### config.mk
export PLATFORM = sky130hd
export DESIGN_NAME = fapq_cell
export DESIGN_NICKNAME = d
export VERILOG_FILES = /design/src/rtl/fapq_pkg.sv /design/src/rtl/fapq_cell.sv
export SDC_FILE = /design/constraint.sdc
export NUM_CORES = 1
export LEC_CHECK = 0
export BUFFER_PORTS_ARGS = -buffer_cell sky130_fd_sc_hd__clkbuf_2
export CORE_AREA = 2 2 136 138
export DETAILED_ROUTE_END_ITERATION = 8
export DIE_AREA = 0 0 138 140
export PLACE_DENSITY = 0.65
export SYNTH_ARGS = -nofsm -noshare
export SYNTH_HDL_FRONTEND = slang
export SYNTH_SLANG_ARGS = --single-unit
### constraint.sdc
create_clock -name clk -period 3.1 [get_ports clk]
set_input_delay 0 -clock clk [delete_from_list [all_inputs] [get_ports clk]]
set_output_delay 0 -clock clk [all_outputs]
set_load 0.01 [all_outputs]
### src/rtl/fapq_pkg.sv
// Package: request and response types, codes and control struct for the priority FIFO queue.
package fapq_pkg;

    localparam int DEPTH_DEFAULT      = 64;
    localparam int VALUE_BITS_DEFAULT = 32;
    localparam int ID_BITS            = 32;
    localparam int ITEM_BITS          = 32;

    // request codes
    localparam logic [1:0] REQ_INSERT     = 2'd0;
    localparam logic [1:0] REQ_POP_OLDEST = 2'd1;
    localparam logic [1:0] REQ_POP_MAX    = 2'd2;
    localparam logic [1:0] REQ_RESERVED   = 2'd3;

    // status codes
    localparam logic [1:0] STATUS_OK    = 2'd0;
    localparam logic [1:0] STATUS_EMPTY = 2'd1;
    localparam logic [1:0] STATUS_FULL  = 2'd2;

    typedef struct packed {
        logic [1:0]           req_type;
        logic [ITEM_BITS-1:0] item_value;
    } req_t;

    typedef struct packed {
        logic [ID_BITS-1:0] entry_id;
        logic [1:0]         status;
    } rsp_t;

    // broadcast from the controller to every cell
    typedef struct packed {
        logic insert;
        logic remove;
    } cell_ctrl_t;

    typedef enum logic {
        S_IDLE,
        S_SCAN
    } state_t;

endpackage

### src/rtl/fapq_cell.sv
// One queue slot: entry storage, compaction shift and one stage of the max-search wave.
module fapq_cell #(
    parameter int DEPTH      = fapq_pkg::DEPTH_DEFAULT,
    parameter int VALUE_BITS = fapq_pkg::VALUE_BITS_DEFAULT,
    parameter int INDEX      = 0,
    localparam int IDX_W     = (DEPTH > 1) ? $clog2(DEPTH) : 1
) (
    input  logic                        clk,
    input  logic                        rst_n,
    input  fapq_pkg::cell_ctrl_t        ctrl,
    input  logic [IDX_W-1:0]            remove_pos,
    input  logic [VALUE_BITS-1:0]       ins_value,
    input  logic [fapq_pkg::ID_BITS-1:0] ins_id,
    input  logic                        prev_valid,
    input  logic                        up_valid,
    input  logic [VALUE_BITS-1:0]       up_value,
    input  logic [fapq_pkg::ID_BITS-1:0] up_id,
    input  logic                        wave_in_found,
    input  logic [VALUE_BITS-1:0]       wave_in_val,
    input  logic [IDX_W-1:0]            wave_in_idx,
    input  logic [fapq_pkg::ID_BITS-1:0] wave_in_id,
    output logic                        valid,
    output logic [VALUE_BITS-1:0]       value,
    output logic [fapq_pkg::ID_BITS-1:0] id,
    output logic                        wave_found,
    output logic [VALUE_BITS-1:0]       wave_val,
    output logic [IDX_W-1:0]            wave_idx,
    output logic [fapq_pkg::ID_BITS-1:0] wave_id
);

    localparam logic [IDX_W-1:0] MY_IDX = IDX_W'(INDEX);

    logic                         valid_reg, valid_next;
    logic [VALUE_BITS-1:0]        value_reg, value_next;
    logic [fapq_pkg::ID_BITS-1:0] id_reg, id_next;
    logic                         wave_found_reg;
    logic [VALUE_BITS-1:0]        wave_val_reg, wave_val_next;
    logic [IDX_W-1:0]             wave_idx_reg, wave_idx_next;
    logic [fapq_pkg::ID_BITS-1:0] wave_id_reg, wave_id_next;
    logic                         take_self;

    // slot update: insert into first free slot, or shift down above removed slot
    always_comb
    begin
        valid_next = valid_reg;
        value_next = value_reg;
        id_next    = id_reg;
        if (ctrl.insert && !valid_reg && prev_valid)
        begin
            valid_next = 1'b1;
            value_next = ins_value;
            id_next    = ins_id;
        end
        else if (ctrl.remove && (MY_IDX >= remove_pos))
        begin
            valid_next = up_valid;
            value_next = up_value;
            id_next    = up_id;
        end
    end

    // wave stage: ties keep the earlier candidate
    always_comb
    begin
        take_self     = valid_reg && (!wave_in_found || (value_reg > wave_in_val));
        wave_val_next = take_self ? value_reg : wave_in_val;
        wave_idx_next = take_self ? MY_IDX : wave_in_idx;
        wave_id_next  = take_self ? id_reg : wave_in_id;
    end

    always_ff @(posedge clk or negedge rst_n)
    begin
        if (!rst_n)
        begin
            valid_reg      <= 1'b0;
            wave_found_reg <= 1'b0;
        end
        else
        begin
            valid_reg      <= valid_next;
            wave_found_reg <= wave_in_found | valid_reg;
        end
    end

    always_ff @(posedge clk)
    begin
        value_reg    <= value_next;
        id_reg       <= id_next;
        wave_val_reg <= wave_val_next;
        wave_idx_reg <= wave_idx_next;
        wave_id_reg  <= wave_id_next;
    end

    assign valid      = valid_reg;
    assign value      = value_reg;
    assign id         = id_reg;
    assign wave_found = wave_found_reg;
    assign wave_val   = wave_val_reg;
    assign wave_idx   = wave_idx_reg;
    assign wave_id    = wave_id_reg;

endmodule

==> results.txt <==
* Outcome: completed
* Crit start category: flip-flop
* Final clock period utilization by the worst path: 89.8%
- The number of antenna violations at the first check in global routing was 0.
- Flop and latch count out of synthesis: 136
- Top library cells by usage in the layout, fill and taps aside: clkbuf_2, dlygate4sd3_1, mux2_2
* Die outline width: 138 um
* CTS Root Cell: clkbuf_16
* Largest net degree at the start of global routing: 41
* Max FO, Critical Path: 16
- After floorplanning, the core was divided into 49 placement rows.
- Upper clock frequency limit: 359 MHz
- Remaining design rule violation count: 0
- CTS clock-pin slew for the worst setup and hold paths: roughly 0.060 ns
* Routed len/inst: between 15 and 20 um
- Following the worst setup path forward leads to its endpoint at wave_val[14].
- Antenna violation net count after detailed routing: 0
* Number of H-tree branching levels: 4
- Total iterations of the first detailed-routing run: 4
* Final cell area excluding filler cells: 10600 um2
- Fraction of final layout cells sized beyond drive strength 1: 52.8%
- The worst hold path belongs to the class input port to flip-flop.
- For the pin with the worst max-slew slack, the measured transition is 0.612 ns.
- TritonCTS Buffers: 17
- Sequential cells were found to cover 57.5% of the synthesized design area.
- For this run, the post-layout net count is 1213.
* Global routing usage summed across all routing layers: 20.5%
- Setup violations remaining at the end of the flow were counted as 0.
- The first global-routing pass estimated 30700 um of wire.
- Number of global-route vias before repair: around 6000
- Latest clock arrival within the worst-skew pair: 0.42 ns
- After clock tree synthesis, the flow added hold-fix buffers numbering 202.
* Vias/cell: ~4.4
- Across the routed clock network, the largest skew measured is 0.0121 ns.
- # port buffers: 346
- Slew HR: roughly three fifths
- Number of distinct library cells after synthesis: 33
* Slew Viols, Final: 0
- Detailed placement finished with a half-perimeter wire length of 13400 um.
- After floorplanning, the core was sized to cover approximately 18000 um2.
* Antenna fix cells: 0
- R2R Path Start: value[31]
- Starting DRC count in detailed routing: 161
- Final GP Congestion: 0.781
- Final hold analysis gives a worst-case slack of 0.0448 ns.
- During synthesis, Yosys emitted a total of 0 warnings.
- For this design the top-level I/O count stands at 347.
* Sinks on Clock Net: 136
- The analysis attributes to cell leakage a power of 4.97 nW.
* Critical path endpoint category: flip-flop
* Unrepaired setup endpoints after global routing: no
- Total of fill cells in the finished design: 1407
* Total Wirelength: 20100 um
* Fin crit period: approximately 2.8 ns
- Crit Reg-Reg Endpoint: wave_val[14]
- The floorplan step defined a die boundary enclosing 19300 um2.
- Number of gates resized after CTS: 0
* Floorplan die height: approximately 140 um
- The area growth from synthesis to layout is 80.2%.
* Highest ir drop seen on vdd: 0.392 mV
- Total power density per cell area: 524 nW/um2
* Number of nets produced by synthesis: 651
* Depth of the worst register-to-register path: 7
* Buffers inserted by post-CTS timing repair: 0
- STA puts the critical path data required time at 3.40 ns.
* Via count of the routed design: 5390
- Max Cap Viol: 0
* Cell area after synthesis: roughly 5900 um2
- After technology mapping, the gate count stands at ~410.
* Placed standard-cell area: 7910 um2
* Final Hold Violating Endpoints: 0
- Summed over all layers, the global routing overflow is 0.
- Most common library cell in the layout ignoring fill and taps: clkbuf_2
- For this configuration, the core starts out at a cell density of approximately 33%.
- TritonCTS built the clock tree.
* Worst R2R Setup Slack: about 0.32 ns
- Critical path class: flip-flop to flip-flop
- Startpoint of the worst setup timing path: value[31]
- No sink is reached through more buffers than the 2 on the longest clock path.
* Endpoint arrival time on the critical path: 3.08 ns
* Summed negative setup slack over all endpoints: 0 ns
- Avg Synthesized Cell Area: around 14 um2
## per-stage QoR
stage / setup WS [ns] / utilization, % / cells / power, mW
5_1_grt: 0.174 / 59.5 / 1212 / 5.77
6_report: 0.317 / 59.5 / 1212 / 5.54
4_1_cts: 0.291 / 59.5 / 1212 / 5.58
3_3_place_gp: 0.382 / 44.5 / 978 / 3.09
2_1_floorplan: 0.0148 / - / 408 / 2.68
3_5_place_dp: 0.320 / 44.5 / 978 / 3.10
## how the worst min path moves through the flow
| stage | cells after the start | to | startpoint | slack (ns) |
|---|---|---|---|---|
| after floorplan | 0 | valid | rst_n | -0.30 |
| after global placement | 1 | valid | rst_n | -0.21 |
| after detailed placement | 1 | valid | rst_n | -0.21 |
| after CTS | 5 | valid | remove_pos[3] | 0.03 |
| after global routing | 5 | valid | remove_pos[3] | 0.07 |
| final | 5 | valid | remove_pos[3] | 0.04 |
## Yosys cell counts
| library cell | count | area, um2 |
|---|---|---|
| nor4_1 | 1 | 6.26 |
| a21boi_0 | 1 | 7.51 |
| mux2_4 | 10 | 150 |
| nand2b_1 | 1 | 6.26 |
| buf_6 | 7 | 78.8 |
| nand3b_1 | 1 | 7.51 |
| mux2i_1 | 1 | 10.0 |
| a221o_1 | 1 | 10.0 |
| nor4b_1 | 1 | 8.76 |
| o311ai_0 | 1 | 8.76 |
| o41ai_2 | 1 | 16.3 |
| nor2_1 | 1 | 3.75 |
| or2_2 | 1 | 6.26 |
| inv_1 | 34 | 128 |
| nor3_1 | 1 | 5.00 |
| a31oi_2 | 1 | 12.5 |
| nor2b_1 | 7 | 43.8 |
| nand4_1 | 6 | 37.5 |
| nand3_1 | 5 | 25.0 |
| a221oi_1 | 2 | 17.5 |
| or3_1 | 1 | 6.26 |
| dfrtp_1 | 2 | 50.1 |
| nand2_1 | 12 | 45.0 |
| ha_1 | 32 | 400 |
| mux2_2 | 118 | 1330 |
| edfxtp_1 | 64 | 1920 |
| a21oi_1 | 12 | 60.1 |
| o211ai_1 | 1 | 7.51 |
| a2bb2oi_1 | 1 | 8.76 |
| clkbuf_1 | 7 | 26.3 |
| dfxtp_1 | 70 | 1400 |
| nor3_2 | 1 | 10.0 |
| o21ai_0 | 3 | 15.0 |
## worst max-delay path: stages, from the launching register on
cell,delay (ns)
edfxtp_1,0.47
ha_1,0.38
nand4_1,0.27
nor3_2,0.28
o311ai_0,0.27
a31oi_4,0.33
buf_4,0.30
mux2_2,0.37
## layout make-up
cell class / count / area (um2) / area share (%)
Timing Repair Buffer: 557 / 3860 / 36.5
Sequential cell: 136 / 3370 / 31.9
Multi-Input combinational cell: 224 / 2280 / 21.6
Clock buffer: 18 / 429 / 4.06
Tap cell: 229 / 287 / 2.71
Clock inverter: 14 / 223 / 2.11
Inverter: 34 / 128 / 1.21
## cells by family after synthesis
group / after synthesis / share of synthesized area, %
muxes: 129 / 25.4
and+or+nand+nor: 39 / 3.60
DFF: 136 / 57.5
AOI/OAI and AO/OA: 24 / 2.79
buffers and inverters: 48 / 3.96
adders and majority gates: 32 / 6.82
## layer usage
metal  wire (um)  GRT usage [%]
met5           0              0
met4         552           8.16
met3        1360           6.84
met2       10800           39.0
met1        7360           20.5
## power breakdown
| group | switching [mW] | internal, mW |
|---|---|---|
| combinational | 0.491 | 0.679 |
| clock | 0.803 | 1.43 |
| sequential | 0.0660 | 2.07 |
| total | 1.36 | 4.18 |
(Power assumes the default switching activity.)
